### config.mk
export PLATFORM = sky130hd
export DESIGN_NAME = interleaved_base32_group_decoder
export DESIGN_NICKNAME = d
export VERILOG_FILES = /design/src/design/ib32_pkg.sv /design/src/design/ib32_front.sv /design/src/design/ib32_gq.sv /design/src/design/ib32_back.sv /design/src/design/interleaved_base32_group_decoder.sv
export SDC_FILE = /design/constraint.sdc
export NUM_CORES = 1
export LEC_CHECK = 0
export BUFFER_PORTS_ARGS = -buffer_cell sky130_fd_sc_hd__buf_2
export CAP_MARGIN = 20
export CORE_ASPECT_RATIO = 1.2
export CORE_MARGIN = 2
export CORE_UTILIZATION = 55
export CTS_BUF_LIST = sky130_fd_sc_hd__clkbuf_4 sky130_fd_sc_hd__clkbuf_8 sky130_fd_sc_hd__clkbuf_16
export DETAILED_ROUTE_END_ITERATION = 8
export PLACE_DENSITY = 0.72
export SYNTH_ARGS = -nofsm -noshare
export SYNTH_HDL_FRONTEND = slang
export SYNTH_SLANG_ARGS = --single-unit
### constraint.sdc
create_clock -name i_clk -period 9.6 [get_ports i_clk]
set_clock_uncertainty 0.05 [all_clocks]
set_input_delay 1.92 -clock i_clk [delete_from_list [all_inputs] [get_ports i_clk]]
set_output_delay 1.92 -clock i_clk [all_outputs]
set_load 0.1 [all_outputs]
### src/design/ib32_pkg.sv
// Shared types, constants and functions for the interleaved base32 group decoder.
// No dependencies; used by every module of the block.
`timescale 1ns / 1ps

package ib32_pkg;

    localparam int unsigned GROUP_SYMBOLS = 8;
    localparam int unsigned GROUP_BYTES   = 5;
    localparam int unsigned VAL_W         = 5;
    localparam int unsigned WORD_W        = GROUP_SYMBOLS * VAL_W;
    localparam int unsigned COUNT_W       = 3;
    localparam int unsigned NBYTES_W      = 3;

    localparam logic [COUNT_W-1:0] LAST_SYMBOL = COUNT_W'(GROUP_SYMBOLS - 1);
    localparam logic [7:0]         LOWER_BASE  = 8'd97;
    localparam logic [VAL_W-1:0]   LOWER_OFS   = VAL_W'(97);
    localparam logic [VAL_W-1:0]   DIGIT_OFS   = VAL_W'(48 - 26);
    localparam logic [7:0]         PAD_MARK    = 8'h80;

    localparam int unsigned GQ_DEPTH = 2;
    localparam int unsigned GQ_PTR_W = 1;
    localparam int unsigned GQ_CNT_W = 2;

    typedef logic [VAL_W-1:0] t_val;

    typedef struct packed {
        logic [WORD_W-1:0]   word;
        logic [NBYTES_W-1:0] nbytes;
    } t_group;

    function automatic t_val map_symbol(input logic [7:0] sym);
        t_val v;
        if (sym >= LOWER_BASE) begin
            v = sym[VAL_W-1:0] - LOWER_OFS;
        end else begin
            v = sym[VAL_W-1:0] - DIGIT_OFS;
        end
        return v;
    endfunction

    function automatic logic [WORD_W-1:0] interleave(input t_val vals [GROUP_SYMBOLS]);
        logic [WORD_W-1:0] w;
        w = '0;
        for (int p = 0; p < GROUP_SYMBOLS / 2; p++) begin
            for (int k = 0; k < VAL_W; k++) begin
                w[WORD_W - 1 - 2 * VAL_W * p - 2 * (VAL_W - 1 - k)] = vals[2 * p][k];
                w[WORD_W - 2 - 2 * VAL_W * p - 2 * (VAL_W - 1 - k)] = vals[2 * p + 1][k];
            end
        end
        return w;
    endfunction

    function automatic logic [NBYTES_W-1:0] kept_bytes(input logic [WORD_W-1:0] w,
                                                       input logic cut);
        logic [NBYTES_W-1:0] n;
        n = NBYTES_W'(GROUP_BYTES);
        for (int j = GROUP_BYTES - 1; j >= 0; j--) begin
            if (cut && (w[WORD_W - 1 - 8 * j -: 8] == PAD_MARK)) begin
                n = NBYTES_W'(j);
            end
        end
        return n;
    endfunction

endpackage

### src/design/ib32_front.sv
// Front end: accepts symbols, maps them to 5-bit values and builds a group
// record on every eighth symbol. Depends on ib32_pkg.
`timescale 1ns / 1ps

module ib32_front (
    input  logic                   i_clk,
    input  logic                   i_rst_n,
    input  logic                   i_push,
    input  logic [7:0]             i_symbol,
    input  logic                   i_final_group,
    input  logic                   i_padded,
    output logic                   o_full,
    input  logic                   i_grp_full,
    output logic                   o_grp_push,
    output ib32_pkg::t_group       o_grp
);

    logic [ib32_pkg::COUNT_W-1:0] r_count;
    logic [ib32_pkg::COUNT_W-1:0] n_count;
    ib32_pkg::t_val               r_vals [ib32_pkg::GROUP_SYMBOLS-1];
    ib32_pkg::t_val               vals   [ib32_pkg::GROUP_SYMBOLS];
    ib32_pkg::t_val               cur_val;
    logic                         accept;
    logic                         group_done;

    assign o_full     = i_grp_full;
    assign accept     = i_push && !i_grp_full;
    assign group_done = accept && (r_count == ib32_pkg::LAST_SYMBOL);
    assign cur_val    = ib32_pkg::map_symbol(i_symbol);

    always_comb begin
        for (int i = 0; i < ib32_pkg::GROUP_SYMBOLS - 1; i++) begin
            vals[i] = r_vals[i];
        end
        vals[ib32_pkg::GROUP_SYMBOLS-1] = cur_val;
        o_grp.word   = ib32_pkg::interleave(vals);
        o_grp.nbytes = ib32_pkg::kept_bytes(o_grp.word, i_final_group && i_padded);
    end

    // drop groups that keep no byte
    assign o_grp_push = group_done && (o_grp.nbytes != '0);

    always_comb begin
        n_count = r_count;
        if (accept) begin
            n_count = group_done ? '0 : r_count + 1'b1;
        end
    end

    always_ff @(posedge i_clk) begin
        if (!i_rst_n) begin
            r_count <= '0;
        end else begin
            r_count <= n_count;
        end
    end

    always_ff @(posedge i_clk) begin
        if (accept && !group_done) begin
            r_vals[r_count] <= cur_val;
        end
    end

    a_push_on_eighth: assert property (@(posedge i_clk) disable iff (!i_rst_n)
        o_grp_push |-> (r_count == ib32_pkg::LAST_SYMBOL) && accept)
        else $error("group pushed before eighth symbol");

    a_count_wraps: assert property (@(posedge i_clk) disable iff (!i_rst_n)
        group_done |=> (r_count == '0))
        else $error("symbol count did not wrap");

endmodule

### src/design/ib32_gq.sv
// Short group queue between front and back ends.
// Depends on ib32_pkg.
`timescale 1ns / 1ps

module ib32_gq (
    input  logic             i_clk,
    input  logic             i_rst_n,
    input  logic             i_push,
    input  ib32_pkg::t_group i_data,
    output logic             o_full,
    input  logic             i_pop,
    output logic             o_empty,
    output ib32_pkg::t_group o_data
);

    ib32_pkg::t_group              r_mem [ib32_pkg::GQ_DEPTH];
    logic [ib32_pkg::GQ_PTR_W-1:0] r_wr_ptr;
    logic [ib32_pkg::GQ_PTR_W-1:0] r_rd_ptr;
    logic [ib32_pkg::GQ_CNT_W-1:0] r_cnt;
    logic [ib32_pkg::GQ_PTR_W-1:0] n_wr_ptr;
    logic [ib32_pkg::GQ_PTR_W-1:0] n_rd_ptr;
    logic [ib32_pkg::GQ_CNT_W-1:0] n_cnt;
    logic                          do_push;
    logic                          do_pop;

    localparam logic [ib32_pkg::GQ_PTR_W-1:0] PTR_MAX = ib32_pkg::GQ_PTR_W'(ib32_pkg::GQ_DEPTH - 1);
    localparam logic [ib32_pkg::GQ_CNT_W-1:0] CNT_MAX = ib32_pkg::GQ_CNT_W'(ib32_pkg::GQ_DEPTH);

    assign o_full  = (r_cnt == CNT_MAX);
    assign o_empty = (r_cnt == '0);
    assign o_data  = r_mem[r_rd_ptr];
    assign do_push = i_push && !o_full;
    assign do_pop  = i_pop && !o_empty;

    always_comb begin
        n_wr_ptr = r_wr_ptr;
        n_rd_ptr = r_rd_ptr;
        n_cnt    = r_cnt;
        if (do_push) begin
            n_wr_ptr = (r_wr_ptr == PTR_MAX) ? '0 : r_wr_ptr + 1'b1;
        end
        if (do_pop) begin
            n_rd_ptr = (r_rd_ptr == PTR_MAX) ? '0 : r_rd_ptr + 1'b1;
        end
        if (do_push && !do_pop) begin
            n_cnt = r_cnt + 1'b1;
        end else if (do_pop && !do_push) begin
            n_cnt = r_cnt - 1'b1;
        end
    end

    always_ff @(posedge i_clk) begin
        if (!i_rst_n) begin
            r_wr_ptr <= '0;
            r_rd_ptr <= '0;
            r_cnt    <= '0;
        end else begin
            r_wr_ptr <= n_wr_ptr;
            r_rd_ptr <= n_rd_ptr;
            r_cnt    <= n_cnt;
        end
    end

    always_ff @(posedge i_clk) begin
        if (do_push) begin
            r_mem[r_wr_ptr] <= i_data;
        end
    end

    a_cnt_bound: assert property (@(posedge i_clk) disable iff (!i_rst_n)
        r_cnt <= CNT_MAX)
        else $error("group queue count out of range");

endmodule

### src/design/ib32_back.sv
// Back end: walks the head group into an output register, one byte per cycle while that register is empty or popped.
// Depends on ib32_pkg.
`timescale 1ns / 1ps

module ib32_back (
    input  logic                   i_clk,
    input  logic                   i_rst_n,
    input  logic                   i_grp_empty,
    input  ib32_pkg::t_group       i_grp,
    output logic                   o_grp_pop,
    output logic                   o_empty,
    input  logic                   i_pop,
    output logic [7:0]             o_data_byte,
    output logic                   o_group_last
);

    logic [ib32_pkg::NBYTES_W-1:0] r_idx;
    logic [ib32_pkg::NBYTES_W-1:0] n_idx;
    logic                          r_out_valid;
    logic                          n_out_valid;
    logic [7:0]                    r_out_byte;
    logic                          r_out_last;
    logic                          load_slot;
    logic                          take;
    logic [7:0]                    sel_byte;
    logic                          sel_last;

    assign load_slot = !r_out_valid || i_pop;
    assign take      = load_slot && !i_grp_empty;
    assign sel_last  = ((r_idx + 1'b1) == i_grp.nbytes);
    assign o_grp_pop = take && sel_last;

    always_comb begin
        case (r_idx)
            3'd0:    sel_byte = i_grp.word[39:32];
            3'd1:    sel_byte = i_grp.word[31:24];
            3'd2:    sel_byte = i_grp.word[23:16];
            3'd3:    sel_byte = i_grp.word[15:8];
            3'd4:    sel_byte = i_grp.word[7:0];
            default: sel_byte = '0;
        endcase
    end

    always_comb begin
        n_idx       = r_idx;
        n_out_valid = r_out_valid;
        if (load_slot) begin
            n_out_valid = !i_grp_empty;
        end
        if (take) begin
            n_idx = sel_last ? '0 : r_idx + 1'b1;
        end
    end

    always_ff @(posedge i_clk) begin
        if (!i_rst_n) begin
            r_idx       <= '0;
            r_out_valid <= 1'b0;
        end else begin
            r_idx       <= n_idx;
            r_out_valid <= n_out_valid;
        end
    end

    always_ff @(posedge i_clk) begin
        if (take) begin
            r_out_byte <= sel_byte;
            r_out_last <= sel_last;
        end
    end

    assign o_empty      = !r_out_valid;
    assign o_data_byte  = r_out_byte;
    assign o_group_last = r_out_last;

    a_idx_in_group: assert property (@(posedge i_clk) disable iff (!i_rst_n)
        !i_grp_empty |-> (i_grp.nbytes != '0) && (r_idx < i_grp.nbytes))
        else $error("byte index outside head group");

    a_idx_restart: assert property (@(posedge i_clk) disable iff (!i_rst_n)
        o_grp_pop |=> (r_idx == '0))
        else $error("byte index not reset after group");

    a_idle_idx: assert property (@(posedge i_clk) disable iff (!i_rst_n)
        i_grp_empty |-> (r_idx == '0))
        else $error("byte index moved with no group");

endmodule

### src/design/interleaved_base32_group_decoder.sv
// Top level of the interleaved base32 group decoder.
// Instantiates ib32_front, ib32_gq and ib32_back; depends on ib32_pkg.
//
//  channel  | handshake          | payload
//  ---------+--------------------+--------------------------------------
//  input    | i_push / o_full    | i_symbol, i_final_group, i_padded
//  result   | o_empty / i_pop    | o_data_byte, o_group_last
//
// One symbol is taken per cycle while o_full is low; every eighth symbol turns into up to five
// bytes that leave one per cycle while i_pop is held, through a registered output stage.
// A completed group passes through the group queue and then the output register before it appears on the outputs.
// A two-entry group queue separates symbol intake from byte output; o_full
// rises only when both entries hold groups still being drained.
// Reset (synchronous, active low) clears the symbol count, queue, byte index and output valid flag.
`timescale 1ns / 1ps

module interleaved_base32_group_decoder (
    input  logic       i_clk,
    input  logic       i_rst_n,
    input  logic       i_push,
    output logic       o_full,
    input  logic [7:0] i_symbol,
    input  logic       i_final_group,
    input  logic       i_padded,
    output logic       o_empty,
    input  logic       i_pop,
    output logic [7:0] o_data_byte,
    output logic       o_group_last
);

    ib32_pkg::t_group grp_in;
    ib32_pkg::t_group grp_head;
    logic             grp_push;
    logic             grp_full;
    logic             grp_pop;
    logic             grp_empty;

    ib32_front u_front (
        .i_clk         (i_clk),
        .i_rst_n       (i_rst_n),
        .i_push        (i_push),
        .i_symbol      (i_symbol),
        .i_final_group (i_final_group),
        .i_padded      (i_padded),
        .o_full        (o_full),
        .i_grp_full    (grp_full),
        .o_grp_push    (grp_push),
        .o_grp         (grp_in)
    );

    ib32_gq u_gq (
        .i_clk   (i_clk),
        .i_rst_n (i_rst_n),
        .i_push  (grp_push),
        .i_data  (grp_in),
        .o_full  (grp_full),
        .i_pop   (grp_pop),
        .o_empty (grp_empty),
        .o_data  (grp_head)
    );

    ib32_back u_back (
        .i_clk        (i_clk),
        .i_rst_n      (i_rst_n),
        .i_grp_empty  (grp_empty),
        .i_grp        (grp_head),
        .o_grp_pop    (grp_pop),
        .o_empty      (o_empty),
        .i_pop        (i_pop),
        .o_data_byte  (o_data_byte),
        .o_group_last (o_group_last)
    );

endmodule

==> metrics.txt, run 1 <==
HP Start=u_front.r_vals[2][1]$_DFFE_PP_; async set or reset register ratio after synthesis=0; IO Pins=25; Avg Cell Area, Syn=15.4 um^2; commonest cells in the netlist=130 x edfxtp_1, 29 x nand2_1, 14 x nor2_1, 14 x o21ai_0; CTS Buffer Depth=2; Area growth, synth to finish=14.4%; Syn Std Cell Area=5670 um^2; register area share after synthesis=0.731; Fin Setup TNS=0 ns; die span in x=96.7 um; Final Net Count=428; Post-route DRC=0; maxcap violations=0; TritonCTS Buffers=17; Iter 0 DRT Violations=252; DR WL/cell=20.1 um; r2r setup slk=6.60 ns; cells after synthesis=369; Non-Filler Instances=540; Worst Setup End Kind=register; initial antenna violation count=0; PD cells=204 nW/um^2; part of the power in registers=0.518; final core occ=0.649; Via density=5.96; share of cells above drive strength 1=0.174; total power=1320 uW; Worst-path clk slew=0.06 ns; largest net degree at the start of global routing=44; H-tree depth=4; sw power=255 uW; status=finished, final reports clean; Clock Latency Late Sink=0.41 ns; logic gate share of total power=0.021; final hold vios=0; net count after synthesis=396; largest area contributor in the netlist=edfxtp_1; WL final=10.9 mm; top-count cell post-synth=edfxtp_1; Reg-to-Reg Start=u_back.r_idx[2]$_SDFFE_PN0P_; Diodes inserted=0; Leak=0.00221 uW; cell count of the worst reg-to-reg path=9; router iterations before antenna repair=7; VDD IR max=0.000134 V; hold buffers post-CTS=0; Synth Warn #=0; vias in the first global route=3178; via count=3218; Area contributors post-synth=edfxtp_1 69%, dfxtp_1 4.2%, ha_1 2.9%; Cell Rows=40; Worst slew margin=0.461; root buf cell=clkbuf_16; Cell variety after synth=49; Synth Flop Type=edfxtp_1; Multi-input gate area=1430 um^2; Routability Congestion=0.799; Hold/Removal Path Class=reg2reg; Sw Ratio=0.192; core footprint=10000 um^2; share of the synthesized area in the top cell type=0.688; CTS tree=built; gr ovfl total=0; crit path launch type=input pin; Initial Utilization=0.567; RSZ-0062 raised after global routing=no; critical path type=in2reg; Crit Path Max Fanout=6; Max Slew Vio Count=0; Hold Path Depth=0; Crit. Startpoint=i_symbol[1]; Slew @ Worst Pin=0.802 ns; Filler Cells Inserted=733; Placed Cells=507; Worst EP arrival=3.83 ns; total die area=11100 um^2; Gates resized, CTS repair=0; Peak Freq=269 MHz; fin crit period=3.72 ns; first-pass GRT wire length=17.0 mm; Total Routing Usage GR=0.207; EDFF count, synth=130; hpwl dp=7.19 mm; internal power=1070 uW; Clock Sinks=142; final period utilization=0.387; postcts setup bufs=0; port bufs=24; FF+latch count, synth=142; post-detailed-route count of antenna-violating nets=0; Final Setup Violations=0; Worst Path Required=9.71 ns; Register Area=4140 um^2; Die Y=115 um; Clk pwr share=0.461
## final cells by class
class,instances,share of cell area
Inverter,11,0.00636
Multi-Input combinational cell,202,0.221
Clock buffer,18,0.0667
Tap cell,126,0.0243
Clock inverter,14,0.0195
Sequential cell,142,0.638
Timing Repair Buffer,27,0.0239
## path summary, 6_finish.rpt
| check | end |
|---|---|
| setup / recovery | u_gq.r_mem[1][2]$_DFFE_PP_ |
| hold / removal | u_gq.r_mem[1][26]$_DFFE_PP_ |
| setup reg to reg | u_gq.r_cnt[1]$_SDFFE_PN0P_ |
| hold reg to reg | u_gq.r_mem[1][26]$_DFFE_PP_ |
## state kept, by name, summed over array words and instances (netlist names), named ones only
name,count
u_front.r_count,3
u_back.r_idx,3
u_back.o_data_byte,8
u_gq.r_mem,86
u_back.r_out_valid,1
u_gq.r_wr_ptr,1
u_gq.r_cnt,2
u_gq.r_rd_ptr,1
u_back.o_group_last,1
u_front.r_vals,35
## power groups by stage
stage | logic, uW | registers, uW | clock network [uW]
after detailed placement | 27.9 | 698 | 0
after CTS | 28.2 | 685 | 616
after global placement | 27.0 | 698 | 0
after floorplan | 17.6 | 695 | 0
final | 28.2 | 685 | 610
after global routing | 31.7 | 686 | 646
## stage by stage
stage / area, um^2 / worst slack, ns / hold WS (ns)
floorplan: 5670 / 4.86 / 0.386
global placement: 5910 / 5.56 / 0.409
detailed placement: 5910 / 5.50 / 0.419
CTS: 6470 / 5.89 / 0.432
global route: 6490 / 5.67 / 0.452
finish: 6490 / 5.88 / 0.432
## placed cells by master, fill, tap and decap left out, types with 3 or more instances in the layout
cell       netlist  routed
edfxtp_1       130     130
nand2_1         29      29
buf_2            1      24
clkbuf_16        0      17
nor2_1          14      14
o21ai_0         14      14
mux2i_1         13      13
ha_1            13      13
dfxtp_1         12      12
inv_1           11      11
a22oi_1         10      10
o211ai_1         9       9
mux2_2           9       9
nor3_1           8       8
a21oi_1          7       7
clkinv_2         0       7
xnor2_1          6       6
a222oi_1         6       6
a21boi_0         6       6
nor4_1           5       5
nand3_1          5       5
nor2b_1          5       4
xor2_1           4       4
nor4b_1          3       3
nand2b_1         3       3
and2_1           4       3
a221o_1          3       3
or3_1            3       3
## cells by family after synthesis
logic type,synth area share
AO/OA/AOI/OAI,0.0803
XOR/XNOR,0.0154
adder cells (fa/ha/maj),0.0287
buffers and inverters,0.0181
flip-flops,0.731
multiplexers,0.0408
AND/OR/NAND/NOR,0.0860
## critical path, stage by stage
cell      delay (ns)
buf_2           0.11
inv_1           0.15
ha_1            0.23
or3b_1          0.38
and3_1          0.19
nor4_1          0.39
nand4b_1        0.22
and3b_1         0.24
## metal layers
metal | global-route usage | wire [um]
met4 | 0.0930 | 272
met3 | 0.0553 | 584
met5 | 0 | 0
met2 | 0.345 | 5480
met1 | 0.256 | 4530
(Power assumes the default switching activity.)
==> inputs of run 2 (changes only) <==
PLACE_DENSITY = 0.75   (was 0.72)
clock period = 3.2 ns   (was 9.6 ns; I/O delays follow)
==> metrics.txt, run 2 (same netlist as run 1, synthesis figures left out) <==
status=finished, final reports clean; post-place setup slack=0.390 ns; Diodes inserted=0; Cell Rows=40; CP max stage delay=0.40 ns; total die area=11100 um^2; Die Y=115 um; WL final=11.1 mm; Hold/Removal Path Class=reg2reg; final period utilization=0.774; root buf cell=clkbuf_16; VDD IR max=0.000385 V; hpwl dp=7.44 mm; Worst EP arrival=2.58 ns; gr ovfl total=0; first-pass GRT wire length=17.1 mm; final core occ=0.653; IO Pins=25; Final Net Count=435; TritonCTS Buffers=17; Multi-input gate area=1430 um^2; hold slack=0.425 ns; Largest Register=u_gq.r_mem; hold buffers post-CTS=0; Clock Sinks=142; fin crit period=2.48 ns; most common cell after layout, fill and taps aside=edfxtp_1; crit path max-delay cell type=nor4_1; H-tree depth=4; Crit Path Max Fanout=6; Via density=5.96; Worst Setup End Kind=register; CTS tree=built; DR WL/cell=20.3 um; Hold Path Depth=0; Clock Latency Late Sink=0.41 ns; Gates resized, CTS repair=0; crit path launch type=input pin; share of cells above drive strength 1=0.190; router iterations before antenna repair=5; maxcap violations=0; die span in x=96.7 um; most frequent cells in the layout=130 x edfxtp_1, 29 x nand2_1, 24 x buf_2; Largest register FFs=86; Leak=0.00224 uW; Slew @ Worst Pin=1.05 ns; crit-path cells=buf_2 > inv_1 > ha_1 > or3b_1 > and3_1 > nor4_1 > nand4b_1 > and3b_1; critical path type=in2reg; postcts setup bufs=0; Worst-path clk slew=0.05 ns; via count=3262; RSZ-0062 raised after global routing=no; Worst Path Required=3.30 ns; Iter 0 DRT Violations=249; Max Slew Vio Count=0; post-detailed-route count of antenna-violating nets=0; initial antenna violation count=0; Filler Cells Inserted=724; Worst slew margin=0.302; Final Setup Violations=0; Initial Utilization=0.567; Final Worst Setup Slack=0.724 ns; Post-route DRC=0; final hold vios=0; Final Instance Area=6540 um^2; core footprint=10000 um^2; Fin Setup TNS=0 ns; vias in the first global route=3172; Routability Congestion=0.791; PD cells=612 nW/um^2; port bufs=24; cell count of the worst reg-to-reg path=4; CTS Buffer Depth=2; Total Routing Usage GR=0.207; Area growth, synth to finish=15.2%; Peak Freq=404 MHz; Register Area=4140 um^2; largest net degree at the start of global routing=44; area post-placement=5970 um^2
## run 2: stage by stage
stage	total power (uW)	instances
after floorplan	2140	369
after global placement	2180	515
after detailed placement	2190	515
after CTS	4020	547
after global routing	4100	547
final	4000	547
## run 2: area by class of cell
| class | instances | area share |
|---|---|---|
| sequential | 142 | 0.634 |
| multi-input combinational | 202 | 0.219 |
| clock buffer | 19 | 0.0674 |
| timing repair buffer | 34 | 0.0299 |
| tap | 126 | 0.0241 |
| clock inverter | 13 | 0.0190 |
| inverter | 11 | 0.00632 |
## run 2: final timing paths
check	from	end	slack, ns
setup reg to reg	u_front.r_vals[0][1]$_DFFE_PP_	u_gq.r_mem[1][41]$_DFFE_PP_	0.75
hold / removal	u_front.r_vals[2][1]$_DFFE_PP_	u_gq.r_mem[0][26]$_DFFE_PP_	0.42
hold reg to reg	u_front.r_vals[2][1]$_DFFE_PP_	u_gq.r_mem[0][26]$_DFFE_PP_	0.42
setup / recovery	i_symbol[1]	u_gq.r_mem[0][2]$_DFFE_PP_	0.72
## run 2: where the power goes
group	switching, uW	total [uW]	internal [uW]	leakage, uW
Combinational	65.0	99.8	34.8	0.000677
Clock	697	1850	1150	0.000273
Sequential	13.3	2050	2040	0.00129
## run 2: critical path: cells and delay by family
kind                     cells  cell delay, ns
adder cells (fa/ha/maj)      1            0.23
AND/OR/NAND/NOR              5            1.44
buffers and inverters        2            0.27
## run 2: per-layer routing
layer	routed length (um)	vias to the layer above	track usage	part of all wire
li1	-	1511	-	-
met1	4420	1597	0.240	0.40
met2	5760	133	0.370	0.52
met3	647	21	0.0492	0.058
met4	274	0	0.0930	0.025
met5	0	-	0	0
